## config.mk

```make
export PLATFORM = sky130hd
export DESIGN_NAME = lvi_front
export DESIGN_NICKNAME = d
export VERILOG_FILES = /design/src/hdl/lvi_pkg.sv /design/src/hdl/lvi_front.sv
export SDC_FILE = /design/constraint.sdc
export NUM_CORES = 1
export LEC_CHECK = 0
export BUFFER_PORTS_ARGS = -buffer_cell sky130_fd_sc_hd__buf_2
export CORE_MARGIN = 2
export CORE_UTILIZATION = 56
export DETAILED_ROUTE_END_ITERATION = 10
export GPL_ROUTABILITY_DRIVEN = 0
export PLACE_DENSITY = 0.77
export RECOVER_POWER = 100
export SLEW_MARGIN = 20
export SYNTH_ARGS = -nofsm -noshare
export SYNTH_HDL_FRONTEND = slang
export SYNTH_SLANG_ARGS = --single-unit
```

## constraint.sdc

```tcl
create_clock -name i_clk -period 2.49 [get_ports i_clk]
set_input_delay 0.249 -clock i_clk [delete_from_list [all_inputs] [get_ports i_clk]]
set_output_delay 0.249 -clock i_clk [all_outputs]
set_load 0.05 [all_outputs]
```

## src/hdl/lvi_pkg.sv

```systemverilog
package lvi_pkg;

    // log2 fraction precision and the normalized mantissa (Q1.30)
    localparam int LOG_FRAC = 30;
    localparam int MANT_W   = LOG_FRAC + 1;
    // exponent / shift count, wide enough for 53-bit uniforms
    localparam int K_W      = 6;
    // |ln| magnitude in Q.30 stays below 2^36
    localparam int M_W      = 36;

    localparam logic [LOG_FRAC-1:0] LN2_Q30 = 30'd744261118;

    localparam int MID_DEPTH = 4;
    localparam int OUT_DEPTH = 2;

    localparam logic [30:0] SCALE_RESET = 31'd65536;

    typedef enum logic [1:0] {
        CFG_USE_LS   = 2'd0,
        CFG_LOCATION = 2'd1,
        CFG_SCALE    = 2'd2
    } t_cfg_idx;

    typedef struct packed {
        logic               use_ls;
        logic signed [31:0] location;
        logic [30:0]        scale;
    } t_cfg;

    // normalized sample handed from front to back
    typedef struct packed {
        logic              upper;
        logic [K_W-1:0]    k;
        logic [MANT_W-1:0] mant;
    } t_norm;

    typedef struct packed {
        logic f1_valid;
        logic f2_valid;
    } t_front_stat;

    typedef struct packed {
        logic signed [31:0] variate;
        logic               saturated;
    } t_result;

endpackage

```

## src/hdl/lvi_front.sv

```systemverilog
module lvi_front
    import lvi_pkg::*;
#(
    parameter int UNIFORM_BITS = 32
) (
    input  logic                    i_clk,
    input  logic                    i_rst_n,
    input  logic                    i_accept,
    input  logic [UNIFORM_BITS-1:0] i_u,
    output t_front_stat             o_stat,
    output logic                    o_push,
    output t_norm                   o_entry
);

    localparam logic [UNIFORM_BITS-1:0] HALF = {1'b1, {(UNIFORM_BITS-1){1'b0}}};

    logic                    r_f1_valid, n_f1_valid;
    logic                    r_f2_valid;
    logic [UNIFORM_BITS-1:0] r_f1_w, n_f1_w;
    logic                    r_f1_up, n_f1_up;
    logic [UNIFORM_BITS-1:0] r_f2_w;
    logic                    r_f2_up;
    logic [K_W-1:0]          r_f2_e, n_f2_e;
    logic [UNIFORM_BITS:0]   w_diff;
    logic [UNIFORM_BITS+LOG_FRAC-1:0] w_shifted;

    // stage 1: fold the upper half onto 2^B - u, drop zero
    always_comb begin
        w_diff     = {1'b1, {UNIFORM_BITS{1'b0}}} - {1'b0, i_u};
        n_f1_up    = i_u > HALF;
        n_f1_w     = n_f1_up ? w_diff[UNIFORM_BITS-1:0] : i_u;
        n_f1_valid = i_accept && (i_u != '0);
    end

    // stage 2: find the top set bit
    always_comb begin
        n_f2_e = '0;
        for (int i = 0; i < UNIFORM_BITS; i++) begin
            if (r_f1_w[i]) begin
                n_f2_e = K_W'(i);
            end
        end
    end

    always_ff @(posedge i_clk) begin
        if (!i_rst_n) begin
            r_f1_valid <= 1'b0;
            r_f2_valid <= 1'b0;
        end else begin
            r_f1_valid <= n_f1_valid;
            r_f2_valid <= r_f1_valid;
        end
    end

    always_ff @(posedge i_clk) begin
        r_f1_w  <= n_f1_w;
        r_f1_up <= n_f1_up;
        r_f2_w  <= r_f1_w;
        r_f2_up <= r_f1_up;
        r_f2_e  <= n_f2_e;
    end

    // normalize so the top set bit lands on bit LOG_FRAC
    assign w_shifted = {r_f2_w, {LOG_FRAC{1'b0}}} >> r_f2_e;

    assign o_push        = r_f2_valid;
    assign o_entry.upper = r_f2_up;
    assign o_entry.k     = K_W'(UNIFORM_BITS - 1) - r_f2_e;
    assign o_entry.mant  = w_shifted[MANT_W-1:0];

    assign o_stat.f1_valid = r_f1_valid;
    assign o_stat.f2_valid = r_f2_valid;

endmodule

```

Word level (Yosys, flattened, before mapping)
Cells that the tools add are included.
{"block": "classes", "n_reduce_logical": 7, "muxes": 31, "n_shift": 1, "order_cmp": 1, "n_addsub": 2}
{"op": "$mux W5", "n": 14}
{"op": "$shr A62 B6 Y31", "n": 1}
{"op": "$gt A32 B32 Y1 const B", "n": 1}
{"op": "$mux W32", "n": 1}
{"op": "$mux W4", "n": 8}
{"op": "$reduce_bool A32 Y1", "n": 1}
{"op": "$sub A1 B32 Y32 const A", "n": 1}
{"op": "$reduce_or A30 Y1", "n": 1}
{"op": "$reduce_or A16 Y1", "n": 1}
{"op": "$mux W3", "n": 4}
{"op": "$reduce_or A8 Y1", "n": 1}
{"op": "$sub A5 B6 Y6 const A", "n": 1}
{"op": "$mux W2", "n": 2}
{"op": "$reduce_or A4 Y1", "n": 1}
{"op": "$mux W1", "n": 2}
{"op": "$reduce_or A2 Y1", "n": 1}
{"op": "$logic_and A1 B1 Y1", "n": 1}
{"block": "totals", "ff_bits": 74, "out_inout_bits": 41, "word_cells": 54, "inputBits": 35}

Logic depth before layout (Yosys ltp)
{"block": "depth", "ltp_word": 30, "mapped_depth": 8}

Worst setup path before layout
Ideal clock, no wire load.
{"block": "synth_path", "path_type": "reg2out", "startpoint": "register r_f2_e[0]", "endpoint": "output o_entry[29] (netlist name)", "arrival_time_ps": 3152, "path_slack_ps": -911, "path_buffers": 2, "path_stages_with_launch": 7, "required_time_ps": 2241, "path_cell_list": "dfxtp_1 buf_2 buf_2 mux2i_1 mux2_2 o21a_1 o311ai_0"}
{"item": "from (decl)", "line_no": "lvi_front.sv:23", "source": "logic [K_W-1:0] r_f2_e, n_f2_e;"}
{"item": "from (signal assigned)", "line_no": "lvi_front.sv:60", "source": "r_f2_e <= n_f2_e;"}
{"item": "to (decl)", "line_no": "lvi_front.sv:12", "source": "output t_norm o_entry"}

==> qor.log <==
qor: outcome.status finished with violations
qor: outcome.failed_checks negative setup slack
qor: global_route.via_count_of_the_first_global_routing_pass 3585
qor: yosys.synth.distinct_cells 56
qor: finish.combined_area_of_the_multi_input_logic_cells 2723 µm²
qor: placed_design.area_after_detailed_placement 4785 µm²
qor: timing.least_margin_pin_slew 0.8733 ns
qor: clock_tree.clock_sink_count 73
qor: flow_run.max_cap_violations 0
qor: yosys.synth_ff_type dfxtp_1
qor: timing.relative_max_transition_margin 41.14%
qor: power_and_ir_drop.irDropWorstVdd 464.0 µV
qor: detailed_routing.final_antenna_net_count 0
qor: finish.num-nets-final 602
qor: floorplan.die_h 91.42 µm
qor: yosys.synth_most_common_cell dfxtp_1
qor: yosys.synth.net_count 521
qor: yosys.netlist.area_leader.share 34.15%
qor: clock_tree.tritoncts done
qor: yosys.yosys_warnings 0
qor: finish.filler_cell_count 535
qor: global_route.globalRouteTotalUtil 24.17%
qor: power_and_ir_drop.static-leakage-power 2.199 nW
qor: clock_tree.clock_tree.root_cell clkbuf_8
qor: timing.period_share 100.1%
qor: finish.finalCoreUtilization 72.81%
qor: timing.final.min_clock_period 2.493 ns
qor: floorplan.boundaryPins 76
qor: worst_setup_path.crit_type flip-flop to output port
qor: detailed_routing.drt_first_pass_iters 5
qor: timing.postLayoutSetupSlackWorst -0.003092 ns
qor: finish.final_std_cell_area_no_fill 5338 µm²
qor: yosys.synth_enable_flop_cells 0
qor: worst_setup_path.critPathRequiredTime 2.24 ns
qor: min_path.min_path_type primary input to flip-flop
qor: yosys.ys_seq_area_share 34.15%
qor: clock_tree.cts_hold_buf 0
qor: floorplan.placeableCoreArea 7331 µm²
qor: floorplan.fp.dieW 91.42 µm
qor: yosys.ys_ff_latch 73
qor: yosys.synthesis.area 4279 µm²
qor: clock_tree.number_of_buffers_added_by_the_clock_tree_synthesis_step 9
qor: global_route.grt_max_degree 40
qor: worst_setup_path.cp_startpoint_kind flip-flop
qor: detailed_routing.routed_wirelength 10480 µm
qor: timing.unrepaired_setup_endpoints_after_global_routing true
qor: detailed_routing.wl_per_instance 15.64 µm
qor: worst_setup_path.cp_data_arrival_time 2.24 ns
qor: yosys.post_synth_most_frequent_cells 73 x dfxtp_1, 71 x nand2_1, 55 x nor2_1
qor: clock_tree.htree_levels 3
qor: finish.layout-drive-gt1-share 32.05%
qor: placed_design.dp.final_hpwl 7478 µm
qor: timing.final-hold-violation-count 0
qor: power_and_ir_drop.design_power_total 4.256 mW
qor: timing.setup-tns-final -0.005138 ns
qor: placed_design.io_buffer_count 74
qor: yosys.synth_async_sr_flop_share 0%
qor: global_route.wire_length_of_the_first_global_routing_pass 16480 µm
qor: finish.antennaDiodeCount 0
qor: power_and_ir_drop.pwr_density_cell 797.4 nW/µm²
qor: floorplan.initial_utilization 58.37%
qor: finish.area_delta_synth_final 24.74%
qor: timing.final_max_slew_viol_count 0
qor: detailed_routing.vias_after_detailed_routing 3914
qor: yosys.synth.largest_area_cell dfxtp_1
qor: detailed_routing.drt_iter0_drc 190
qor: floorplan.fp-row-count 31
qor: yosys.post_synth.cell_area_avg 8.823 µm²
qor: clock_tree.clock_latency_reported_for_the_late_side_of_the_worst_skew_pair 0.34 ns
qor: detailed_routing.drcViolationCount 0
qor: yosys.synth_cells 485
qor: worst_setup_path.critPathMaxFanout 5
qor: timing.timing.fmax 401.1 MHz
qor: clock_tree.clockBufferDepth 2
qor: finish.area.sequential 1466 µm²
qor: clock_tree.path_clk_slew 0.07 ns
qor: global_route.grt_antenna_before_repair 0
qor: timing.timing.clock.skew 0.008157 ns
qor: detailed_routing.vias_per_cell 5.842
qor: floorplan.fp.dieArea 8357 µm²
qor: yosys.ys_top_cells_by_area dfxtp_1 34%, mux4_2 14%, nand2_1 6.2%
qor: worst_setup_path.critical_path.endpoint_type output port
qor: global_route.overflow 0
qor: timing.report.final.setup_viol 2
## final cells by class
cell class                      count  share of cell area [%]
Tap cell                           99                   2.321
Inverter                           17                   1.195
Timing Repair Buffer              101                   13.90
Multi-Input combinational cell    364                   51.01
Clock buffer                       10                   2.391
Sequential cell                    73                   27.47
Clock inverter                      6                   1.711
## worst max-delay path, stage by stage, from the launching register on
cell and delay, ns:
dfxtp_4 0.39, buf_6 0.13, buf_16 0.12, mux4_2 0.54, and3_1 0.23, a21oi_2 0.18
nor2_1 0.07, buf_2 0.24
## state kept, by name, summed over array words and instances (netlist names)
name,count
r_f2_e,5
r_f2_up,1
r_f1_valid,1
o_push,1
r_f2_w,32
r_f1_up,1
r_f1_w,32
## layout by cell type (no fill, tap or decap), types with 6 or more instances in the layout
cell      synthesis  routed
clkbuf_8          0       9
xnor2_1          15      15
buf_6             2      12
a211oi_2          0       6
o21ai_1           0       8
xor2_1           13      13
nor2_1           55      52
buf_4             4      23
nand2_1          71      69
nor4_1            6       6
a21oi_1          34      26
nor3_1           12      13
o21ai_0          26      16
nand3_1           9       9
dfxtp_1          73      71
a21oi_2           1       9
inv_1            16      16
clkbuf_1         18      10
mux4_2           27      27
o31ai_1           8       8
buf_2             5      51
## final timing paths
check              from  slack, ns  depth (start not counted)          to
min              i_u[0]       0.12                          1   r_f1_w[0]
max reg2reg  r_f1_w[12]       0.93                          4   r_f2_e[2]
max           r_f2_e[0]     -0.003                          7  o_entry[7]
min reg2reg     r_f1_up       0.32                          0     r_f2_up
## cells by family after synthesis
kind of cell / share of synthesized area (%)
flops: 34.15
fa+ha+maj: 0.2924
compound gates: 15.61
mux: 17.63
simple gates: 21.43
buf+inv: 5.058
other cells: 0.08764
xor+xnor: 5.731
## stage by stage
step           instances  hold WS [ns]  worst slack (ns)
2_1_floorplan        485        0.2767           -0.3160
3_3_place_gp         641        0.3136            0.2479
3_5_place_dp         641        0.3143            0.1931
4_1_cts              662       0.05773          -0.01638
5_1_grt              670        0.1038          -0.07289
6_report             670        0.1153         -0.003092
## where the power goes
| group | switching [mW] | total [mW] | leakage [nW] | internal [mW] |
|---|---|---|---|---|
| clock | 0.416 | 0.983 | 0.0991 | 0.567 |
| sequential | 0.114 | 1.40 | 0.614 | 1.29 |
| combinational | 1.14 | 1.87 | 1.49 | 0.732 |
| total | 1.67 | 4.26 | 2.20 | 2.59 |
## routing by layer
metal	vias to the layer above	wire length, µm	track usage [%]
li1	1906	-	-
met1	1826	4381	30.30
met2	158	5254	41.54
met3	24	560	3.651
met4	0	286	9.848
met5	-	0	0
## timing repair
item / in CTS / in global routing
resized for setup: 25 / 38
pin swaps: 0 / 11
setup endpoints to repair: 16 / 22
cloned: 2 / 2
buffers inserted: 3 / 6
Note: power is estimated with default switching activity, not from simulation.
