### src/hdl/lvi_pkg.sv
package lvi_pkg;

    // log2 fraction precision and the normalized mantissa (Q1.30)
    localparam int LOG_FRAC = 30;
    localparam int MANT_W   = LOG_FRAC + 1;
    // exponent / shift count, wide enough for 53-bit uniforms
    localparam int K_W      = 6;
    // |ln| magnitude in Q.30 stays below 2^36
    localparam int M_W      = 36;

    localparam logic [LOG_FRAC-1:0] LN2_Q30 = 30'd744261118;

    localparam int MID_DEPTH = 4;
    localparam int OUT_DEPTH = 2;

    localparam logic [30:0] SCALE_RESET = 31'd65536;

    typedef enum logic [1:0] {
        CFG_USE_LS   = 2'd0,
        CFG_LOCATION = 2'd1,
        CFG_SCALE    = 2'd2
    } t_cfg_idx;

    typedef struct packed {
        logic               use_ls;
        logic signed [31:0] location;
        logic [30:0]        scale;
    } t_cfg;

    // normalized sample handed from front to back
    typedef struct packed {
        logic              upper;
        logic [K_W-1:0]    k;
        logic [MANT_W-1:0] mant;
    } t_norm;

    typedef struct packed {
        logic f1_valid;
        logic f2_valid;
    } t_front_stat;

    typedef struct packed {
        logic signed [31:0] variate;
        logic               saturated;
    } t_result;

endpackage

### src/hdl/lvi_fifo.sv
module lvi_fifo
    import lvi_pkg::*;
#(
    parameter int WIDTH = 8,
    parameter int DEPTH = 4
) (
    input  logic                       i_clk,
    input  logic                       i_rst_n,
    input  logic                       i_push,
    input  logic [WIDTH-1:0]           i_data,
    input  logic                       i_pop,
    output logic [WIDTH-1:0]           o_data,
    output logic [$clog2(DEPTH+1)-1:0] o_count
);

    localparam int PW = (DEPTH > 1) ? $clog2(DEPTH) : 1;
    localparam int CW = $clog2(DEPTH + 1);

    logic [WIDTH-1:0] r_mem [DEPTH];
    logic [PW-1:0]    r_wr, n_wr;
    logic [PW-1:0]    r_rd, n_rd;
    logic [CW-1:0]    r_count, n_count;

    always_comb begin
        n_wr    = r_wr;
        n_rd    = r_rd;
        n_count = r_count;
        if (i_push) begin
            n_wr = (r_wr == PW'(DEPTH - 1)) ? '0 : r_wr + 1'b1;
        end
        if (i_pop) begin
            n_rd = (r_rd == PW'(DEPTH - 1)) ? '0 : r_rd + 1'b1;
        end
        case ({i_push, i_pop})
            2'b10:   n_count = r_count + 1'b1;
            2'b01:   n_count = r_count - 1'b1;
            default: n_count = r_count;
        endcase
    end

    always_ff @(posedge i_clk) begin
        if (!i_rst_n) begin
            r_wr    <= '0;
            r_rd    <= '0;
            r_count <= '0;
        end else begin
            r_wr    <= n_wr;
            r_rd    <= n_rd;
            r_count <= n_count;
        end
    end

    always_ff @(posedge i_clk) begin
        if (i_push) begin
            r_mem[r_wr] <= i_data;
        end
    end

    assign o_data  = r_mem[r_rd];
    assign o_count = r_count;

endmodule

### config.mk
export PLATFORM = sky130hd
export DESIGN_NAME = lvi_fifo
export DESIGN_NICKNAME = d
export VERILOG_FILES = /design/src/hdl/lvi_pkg.sv /design/src/hdl/lvi_fifo.sv
export SDC_FILE = /design/constraint.sdc
export NUM_CORES = 1
export LEC_CHECK = 0
export BUFFER_PORTS_ARGS = -buffer_cell sky130_fd_sc_hd__buf_2
export CAP_MARGIN = 20
export CORE_ASPECT_RATIO = 1.75
export CORE_MARGIN = 2
export CORE_UTILIZATION = 59
export CTS_CLUSTER_DIAMETER = 200
export DETAILED_ROUTE_END_ITERATION = 16
export PLACE_DENSITY = 0.83
export SLEW_MARGIN = 20
export SYNTH_ARGS = -nofsm -noshare
export SYNTH_HDL_FRONTEND = slang
export SYNTH_SLANG_ARGS = --single-unit
### constraint.sdc
create_clock -name i_clk -period 3 [get_ports i_clk]
set_input_delay 0.6 -clock i_clk [delete_from_list [all_inputs] [get_ports i_clk]]
set_output_delay 0.6 -clock i_clk [all_outputs]
set_load 0.03 [all_outputs]
[Word-level counts from Yosys, hierarchy flattened]
Memories as Yosys holds them, arrays and structs flattened. A register that Yosys moved wholly into a read port is not among the register bits.
Index checks and enable logic that the tools add are counted.
Word-level totals
  bits in registers: 7
  bits in writable memories: 32
  word-level logic and storage cells: 20
  memories kept: 1
Memories
  r_mem: depth 4, bits a word 8, read ports 1, clocked after memory_dff 1, write ports 1, line lvi_fifo.sv:19  | logic [WIDTH-1:0] r_mem [DEPTH];
Operators by class
  add/sub/neg operators: 4
  eq/ne operators: 4
  muxes and demuxes: 7
  reductions and logical operators: 1
Operators with widths (count)
  2-bit 2-to-1 mux: 4
  2-bit equality test (second input constant): 3
  3-bit one-hot mux with 2 select lines: 1
  2-bit by 1-bit adder with 2-bit output (second input constant): 2
  3-bit by 1-bit adder with 3-bit output (second input constant): 1
  3-bit by 1-bit subtractor with 3-bit output (second input constant): 1
  2-bit by 1-bit equality test with 1-bit output (second input constant): 1
  1-bit 2-to-1 mux: 2
  2-bit nonzero test: 1

[Logic depth before layout (Yosys ltp)]
Gate-level depths: netlist (run 1).
  depth after elaboration: 4
  mapped depth: 6
  depth with buffers taken out: 6

[Least setup slack after synthesis (run 1)]
No wires, ideal clock.
  kind: input to register
  start point: in i_push
  end point: reg r_count[2] (netlist: o_count[2])
  setup time: 70 ps
  data arrival time: 1773 ps
  required time: 2930 ps
  path slack: 1157 ps
  stages on the path: 6
  path through: inv_1 ha_1 fa_1 xnor2_1 or3_1 a21boi_1
Between the ends
  longest elaborated chain between the ends: 2
RTL lines
  start: declaration: line lvi_fifo.sv:9  | input logic i_push,
  2-bit by 1-bit equality test with 1-bit output / 2-bit equality test (equally long branches): line lvi_fifo.sv:34  | case ({i_push, i_pop})
  3-bit one-hot mux with 2 select lines / 2-bit nonzero test (equally long branches)
  end signal: assignment: line lvi_fifo.sv:49  | r_count <= n_count;
  end: declaration: line lvi_fifo.sv:22  | logic [CW-1:0] r_count, n_count;
Several ways; a longest one is shown, not always the timed one.
A chain may end at the register's enable or synchronous reset.

==> results.ini, run 1 <==
[cells_and_area]
nets = 129
final_cells = 138
fin_util_pct = 69.2
drive_gt1_share_pct = 32.4
ff_latch_area_um2 = 1140
design_area_um2 = 1820
antenna_cells = 0
multiInputGateArea_um2 = 432
layout_common_cells = 32 x edfxtp_1, 22 x buf_2, 9 x dfxtp_1
fill_cells = 181
areaGrowthSynthToFinish_pct = 13.6
final_common_cell = edfxtp_1

[route]
vias = 786
drt_iter0_drc = 14
dr.pass1.iters = 4
finalWirelength_mm = 2.53
drc = 0
ant_nets = 0
drt-wirelength-per-cell_um = 18.3
via_per_inst = 5.70

[sta]
final_max_slew_viol_count = 0
rsz0062_at_grt = false
slew_headroom_pct = 64.4
fin_crit_ns = 2.32
fin_crit_sh_pct = 77.4
finalClockSkew_ns = 0.00432
hold_viol = 0
fin_setup_tns_ns = 0
tightestPinTransition_ns = 0.533
fmax_ghz = 0.431
setup_viol = 0

[clock_network]
htreeDepth = 2
clock_latency_ns = 0.29
ctsRootBufferMaster = clkbuf_8
cts.sinks = 41
clk_path_buf_depth = 2
cts_inserted_buffers = 5
post_cts_buffers = 0
cts_tree = yes
cts_hold_buf = 0
clk_pin_slew_worst_paths_ns = 0.07
cts_resized = 0

[floorplan]
placementRows = 25
core_region_area_um2 = 2630
dieArea_um2 = 3160
num_io_pins = 23
initial_core_util_pct = 60.9
fp.dieW_um = 43.4
die_y_um = 72.9

[power]
powerDensity_nw_per_um2 = 641
switching_share_pct = 23.6
combPwrFrac_pct = 12.7
p_leak_nw = 0.670
ir_worst_vdd_v = 0.000420
seqPwrFrac_pct = 56.9
power.switching_mw = 0.276
p_int_mw = 0.890
p_clk_share_pct = 30.4

[global_routing]
grt_pass1_vias = 785
antenna_found_initial = 0
grt_overflow = 0
grt_pass1_wl_mm = 3.87
grt_use_total_pct = 18.7
grt_max_degree = 13

[worst_setup_path]
worstSetupEndpointType = output port
cp.arrival_ns = 1.72
critPathKind = register to output port
path_cells = mux4_2, buf_2
critPathRequiredTime_ns = 2.40
critPathMaxFanout = 8
critPathMaxStageDelay_ns = 0.66
startpoint_type = register
slowest_stage = dfxtp_1

[synthesis]
yosysSeqAreaShare_pct = 71.3
ys_warn_count = 0
postSynthNetCount = 102
synth_area_um2 = 1600
ys_ff_latch = 41
ys_types = 18
synth_area_per_cell_um2 = 19.3
postSynthCellCount = 83

[placed_design]
dpl.hpwl_mm = 1.87
port_buffers = 22
place.gp.congestion = 0.607
dp.cells = 130
placed_cell_area_um2 = 1730

[hold_path]
hp-class = register to register

[flow_run]
maxCapViolCount = 0

[status]
status = completed

[flip-flops by register name, indices dropped and copies added (netlist names), named ones only]
name     count
r_mem       32
o_count      3
r_rd         2
r_wr         2
[worst max-delay path, delay by kind of cell, from the launching register on]
kind	cells	cell delay, ns
flops	1	0.66
mux	1	0.58
buf+inv	1	0.19
[synth_stat cells, drive strengths merged]
master | count | area share, %
nor2b | 5 | 2.0
inv | 3 | 0.70
a21boi | 1 | 0.47
a21oi | 1 | 0.31
o21a | 1 | 0.47
mux4 | 8 | 11
o21ai | 1 | 0.31
nor3b | 2 | 0.94
dfxtp | 9 | 11
fa | 1 | 1.3
buf | 1 | 0.70
ha | 6 | 4.7
or3 | 1 | 0.39
edfxtp | 32 | 60
and2 | 5 | 2.0
clkbuf | 1 | 0.31
xnor2 | 2 | 1.1
mux2i | 3 | 1.9
[power by group through the flow]
stage	combinational [mW]	clock, mW	sequential, mW
detailed placement	0.149	0	0.677
CTS	0.150	0.366	0.665
global route	0.159	0.385	0.668
global placement	0.139	0	0.674
floorplan	0.0993	0	0.678
finish	0.148	0.354	0.664
[layout make-up]
| cell class | count | area share (%) |
|---|---|---|
| flip-flops and latches | 41 | 62.8 |
| multi-input cells | 37 | 23.7 |
| repair buffers | 22 | 6.06 |
| clock buffers | 8 | 4.96 |
| well taps | 27 | 1.86 |
| inverters | 3 | 0.619 |
[routing by layer]
| metal | wire (um) | track usage, % |
|---|---|---|
| met5 | 0 | 0 |
| met4 | 81 | 12.1 |
| met3 | 104 | 6.19 |
| met2 | 1390 | 30.5 |
| met1 | 952 | 20.4 |
[worst paths after layout]
path,slack [ns],cells past startpoint,start,to
setup / recovery,0.68,2,register,o_data[6]
hold / removal,0.51,2,o_count[2],o_count[2]
setup reg to reg,1.51,4,o_count[0],o_count[2]
hold reg to reg,0.51,2,o_count[2],o_count[2]
[cell families after synthesis]
kind of cell	count (synthesis)	synth area share, %
buf+inv	5	1.72
compound gates	4	1.56
xor+xnor	2	1.09
fa+ha+maj	7	5.94
mux	11	13.1
flops	41	71.3
simple gates	13	5.24
[per-stage QoR]
| step | setup slack (ns) | power (mW) | hold slack [ns] |
|---|---|---|---|
| 3_3_place_gp | 0.973 | 0.813 | 0.473 |
| 5_1_grt | 0.569 | 1.21 | 0.508 |
| 2_1_floorplan | 1.16 | 0.777 | 0.512 |
| 4_1_cts | 0.634 | 1.18 | 0.510 |
| 6_report | 0.677 | 1.17 | 0.511 |
| 3_5_place_dp | 0.852 | 0.826 | 0.499 |
(Power assumes the default switching activity.)
==> run 2: changes to the inputs <==
--- a/config.mk
+++ b/config.mk
@@ -9,10 +9,10 @@
 export CAP_MARGIN = 20
 export CORE_ASPECT_RATIO = 1.75
 export CORE_MARGIN = 2
-export CORE_UTILIZATION = 59
+export CORE_UTILIZATION = 55
 export CTS_CLUSTER_DIAMETER = 200
 export DETAILED_ROUTE_END_ITERATION = 16
-export PLACE_DENSITY = 0.83
+export PLACE_DENSITY = 0.78
 export SLEW_MARGIN = 20
 export SYNTH_ARGS = -nofsm -noshare
 export SYNTH_HDL_FRONTEND = slang
==> constraint.sdc (replaced) <==
create_clock -name i_clk -period 2.3 [get_ports i_clk]
set_input_delay 0.46 -clock i_clk [delete_from_list [all_inputs] [get_ports i_clk]]
set_output_delay 0.46 -clock i_clk [all_outputs]
set_load 0.03 [all_outputs]
==> run 2 against run 1 <==
Non-clock buffer count rose by 1. First-iteration DRC count is 7.1% higher. Cell count is 0.72% higher. Register-to-register slack worse by 0.65 ns. Sequential share of layout area fell by 0.68 points. Critical path type unchanged. Largest power group unchanged. Via count fell by 1.9%.
==> results.ini, run 2 (same netlist as run 1, synthesis figures left out) <==
[hold_path]
hp-class = input pin to register
hold_path_startpoint = i_data[7]
hold_end = r_mem[1][7]
hold_path_depth = 1

[power]
p_leak_nw = 0.683
combPwrFrac_pct = 12.4
switching_share_pct = 23.3
seqPwrFrac_pct = 55.1
powerDensity_nw_per_um2 = 848
p_int_mw = 1.20
power.switching_mw = 0.364
ir_worst_vdd_v = 0.000453
p_clk_share_pct = 32.5

[cells_and_area]
layout_common_cells = 32 x edfxtp_1, 22 x buf_2, 9 x dfxtp_1
final_cells = 139
antenna_cells = 0
final_common_cell = edfxtp_1
design_area_um2 = 1840
top_register = r_mem
nets = 130
areaGrowthSynthToFinish_pct = 14.9
largest_reg_flops = 32
drive_gt1_share_pct = 33.9

[floorplan]
core_region_area_um2 = 2720
num_io_pins = 23
fp.dieW_um = 44.8
initial_core_util_pct = 58.8
dieArea_um2 = 3370
placementRows = 25
die_y_um = 75.4

[global_routing]
grt_overflow = 0
antenna_found_initial = 0
grt_pass1_wl_mm = 3.57
grt_use_total_pct = 16.0
grt_pass1_vias = 775
grt_max_degree = 14

[sta]
fmax_ghz = 0.505
setup_viol = 0
finalClockSkew_ns = 0.00580
fin_crit_ns = 1.98
hold_viol = 0
fin_crit_sh_pct = 86.1
finalWorstSetupSlack_ns = 0.319
tightestPinTransition_ns = 0.426
slew_headroom_pct = 71.6
rsz0062_at_grt = false
fin_setup_tns_ns = 0
final_max_slew_viol_count = 0

[clock_network]
clk_pin_slew_worst_paths_ns = 0.07
ctsRootBufferMaster = clkbuf_8
clk_path_buf_depth = 2
htreeDepth = 2
clock_latency_ns = 0.29
post_cts_buffers = 0
cts_resized = 0
cts.sinks = 41
cts_inserted_buffers = 5
cts_tree = yes
cts_hold_buf = 0

[route]
dr.pass1.iters = 2
drt_iter0_drc = 15
finalWirelength_mm = 2.29
via_per_inst = 5.55
drt-wirelength-per-cell_um = 16.4
drc = 0
ant_nets = 0
vias = 771

[placed_design]
port_buffers = 22
placed_cell_area_um2 = 1740
place.gp.congestion = 0.644
dp.cells = 131
dpl.hpwl_mm = 1.65
place_ws_ns = 0.342

[worst_setup_path]
critPathMaxFanout = 8
reg2reg_slack_ns = 0.86
critPathRequiredTime_ns = 1.84
rr_startpoint = o_count[0]
r2r-end = o_count[2]
critPathKind = register to output port
cp.arrival_ns = 1.52
startpoint_type = register
worstSetupEndpointType = output port
rr_worst_depth = 4

[status]
status = completed

[flow_run]
maxCapViolCount = 0

[run 2: layout make-up]
| cell class | instances | area [um^2] |
|---|---|---|
| Clock buffer | 7 | 97.6 |
| Clock inverter | 1 | 5.00 |
| Fill cell | 183 | 883 |
| Inverter | 3 | 11.3 |
| Multi-Input combinational cell | 37 | 432 |
| Sequential cell | 41 | 1140 |
| Tap cell | 27 | 33.8 |
| Timing Repair Buffer | 23 | 118 |
[run 2: power by group through the flow]
stage / combinational, mW / sequential, mW / clock (mW)
2_1_floorplan: 0.130 / 0.884 / 0
3_3_place_gp: 0.190 / 0.873 / 0
3_5_place_dp: 0.197 / 0.877 / 0
4_1_cts: 0.197 / 0.860 / 0.523
5_1_grt: 0.209 / 0.863 / 0.549
6_report: 0.194 / 0.859 / 0.507
[run 2: worst max-delay path by stage]
stage,cells after the start,slack (ns),from,to
after floorplan,6,0.60,i_push,o_count[2]
after global placement,7,0.41,i_push,o_count[2]
after detailed placement,7,0.34,i_push,o_count[2]
after CTS,3,0.29,register,o_data[1]
after global routing,3,0.24,register,o_data[1]
final,3,0.32,register,o_data[5]
[run 2: through the flow]
stage | power, mW | utilization, % | hold WS, ns
after global placement | 1.06 | 63.8 | 0.472
after CTS | 1.58 | 67.5 | 0.377
final | 1.56 | 67.5 | 0.385
after floorplan | 1.01 | - | 0.512
after detailed placement | 1.07 | 63.8 | 0.483
after global routing | 1.62 | 67.5 | 0.373
[run 2: worst max-delay path: stages (launching register included)]
cell     delay, ns
dfxtp_1       0.32
buf_4         0.20
mux4_2        0.52
buf_2         0.19
[run 2: layer usage]
| metal | share of wire [%] | up-vias | track usage [%] |
|---|---|---|---|
| met1 | 39 | 376 | 17.4 |
| met4 | 1.3 | 0 | 10.8 |
| met5 | 0 | - | 0 |
| met2 | 55 | 23 | 27.1 |
| li1 | - | 370 | - |
| met3 | 4.9 | 2 | 3.55 |
==> run 3: changes to the inputs <==
--- a/config.mk
+++ b/config.mk
@@ -13,6 +13,7 @@
 export CTS_CLUSTER_DIAMETER = 200
 export DETAILED_ROUTE_END_ITERATION = 16
 export PLACE_DENSITY = 0.78
+export RECOVER_POWER = 25
 export SLEW_MARGIN = 20
 export SYNTH_ARGS = -nofsm -noshare
 export SYNTH_HDL_FRONTEND = slang
==> run 3 against run 2 <==
Clock-buffer cell count did not move. Critical endpoint unchanged. Largest power group unchanged. Critical path depth unchanged. Largest cell class unchanged. Cell area decreased by 0.41%.
==> results.ini, run 3 (same netlist as run 1, synthesis figures left out) <==
[clock_network]
cts_tree = yes
clock_latency_ns = 0.29
post_cts_buffers = 0
cts_inserted_buffers = 5
ctsRootBufferMaster = clkbuf_8
cts_hold_buf = 0
htreeDepth = 2
clk_path_buf_depth = 2
clk_pin_slew_worst_paths_ns = 0.07
cts_resized = 0
cts.sinks = 41

[worst_setup_path]
critPathKind = register to output port
critPathMaxFanout = 8
worstSetupEndpointType = output port
r2r-end = o_count[2]
rr_startpoint = o_count[0]
reg2reg_slack_ns = 0.86
critPathRequiredTime_ns = 1.84
startpoint_type = register
crit_end = o_data[5]
cp.arrival_ns = 1.52
rr_worst_depth = 4

[sta]
fin_crit_sh_pct = 86.2
fin_crit_ns = 1.98
fin_setup_tns_ns = 0
rsz0062_at_grt = false
finalWorstSetupSlack_ns = 0.317
fmax_ghz = 0.504
holdWs_ns = 0.397
slew_headroom_pct = 71.8
hold_viol = 0
setup_viol = 0
finalClockSkew_ns = 0.00650
final_max_slew_viol_count = 0
tightestPinTransition_ns = 0.423

[cells_and_area]
areaGrowthSynthToFinish_pct = 14.4
design_area_um2 = 1830
nets = 130
layout_common_cells = 32 x edfxtp_1, 16 x buf_2, 9 x dfxtp_1
largest_reg_flops = 32
antenna_cells = 0
final_common_cell = edfxtp_1
drive_gt1_share_pct = 28.6
top_register = r_mem
final_cells = 139

[status]
status = completed

[route]
vias = 769
dr.pass1.iters = 2
ant_nets = 0
finalWirelength_mm = 2.28
drt_iter0_drc = 15
via_per_inst = 5.53
drt-wirelength-per-cell_um = 16.4
drc = 0

[power]
p_leak_nw = 0.667
powerDensity_nw_per_um2 = 851
ir_worst_vdd_v = 0.000453

[global_routing]
busiest_layer = met2
grt_pass1_vias = 775
grt_max_degree = 14
grt_pass1_wl_mm = 3.57
grt_use_total_pct = 16.0
antenna_found_initial = 0
met2_usage_pct = 27.1
grtUsageMet3_pct = 3.55
grt_overflow = 0
grtUsageMet1_pct = 17.4

[placed_design]
dp.cells = 131
placed_cell_area_um2 = 1740
dpl.hpwl_mm = 1.65
place.gp.congestion = 0.644
port_buffers = 22
place_ws_ns = 0.342

[hold_path]
hp-class = input pin to register

[floorplan]
dieArea_um2 = 3370
initial_core_util_pct = 58.8
placementRows = 25
num_io_pins = 23
fp.dieW_um = 44.8
die_y_um = 75.4
core_region_area_um2 = 2720

[flow_run]
maxCapViolCount = 0

-- run 3: worst min-delay path by stage --
stage                    start     endpoint  slack, ns  cells after the start
floorplan              r_rd[1]     register       0.51                      2
global placement    o_count[2]   o_count[2]       0.47                      2
detailed placement  o_count[2]   o_count[2]       0.48                      2
CTS                  i_data[3]  r_mem[0][3]       0.38                      1
global route         i_data[4]  r_mem[2][4]       0.39                      1
finish               i_data[0]  r_mem[1][0]       0.40                      1
-- run 3: final cells by class --
type,instances,area [um^2]
Clock buffer,7,97.6
Clock inverter,1,5.00
Fill cell,185,891
Inverter,3,11.3
Multi-Input combinational cell,37,432
Sequential cell,41,1140
Tap cell,27,33.8
Timing Repair Buffer,23,110
-- run 3: critical path: stages (launching register included) --
cell and delay, ns:
dfxtp_1 0.32, buf_4 0.20, mux4_2 0.52, buf_2 0.19
-- run 3: metal layers --
layer / up-vias / share of wire (%)
li1: 371 / -
met1: 373 / 39
met2: 23 / 55
met3: 2 / 5.0
met4: 0 / 1.3
met5: - / 0
-- run 3: where the power goes --
part / internal [mW] / total, mW / switching (mW)
Clock: 0.278 / 0.506 / 0.228
Combinational: 0.0786 / 0.192 / 0.114
Sequential: 0.838 / 0.859 / 0.0214
-- run 3: stage by stage --
step | util [%] | total power [mW]
after floorplan | - | 1.01
after global placement | 63.8 | 1.06
after detailed placement | 63.8 | 1.07
after CTS | 67.5 | 1.58
after global routing | 67.3 | 1.62
final | 67.3 | 1.56
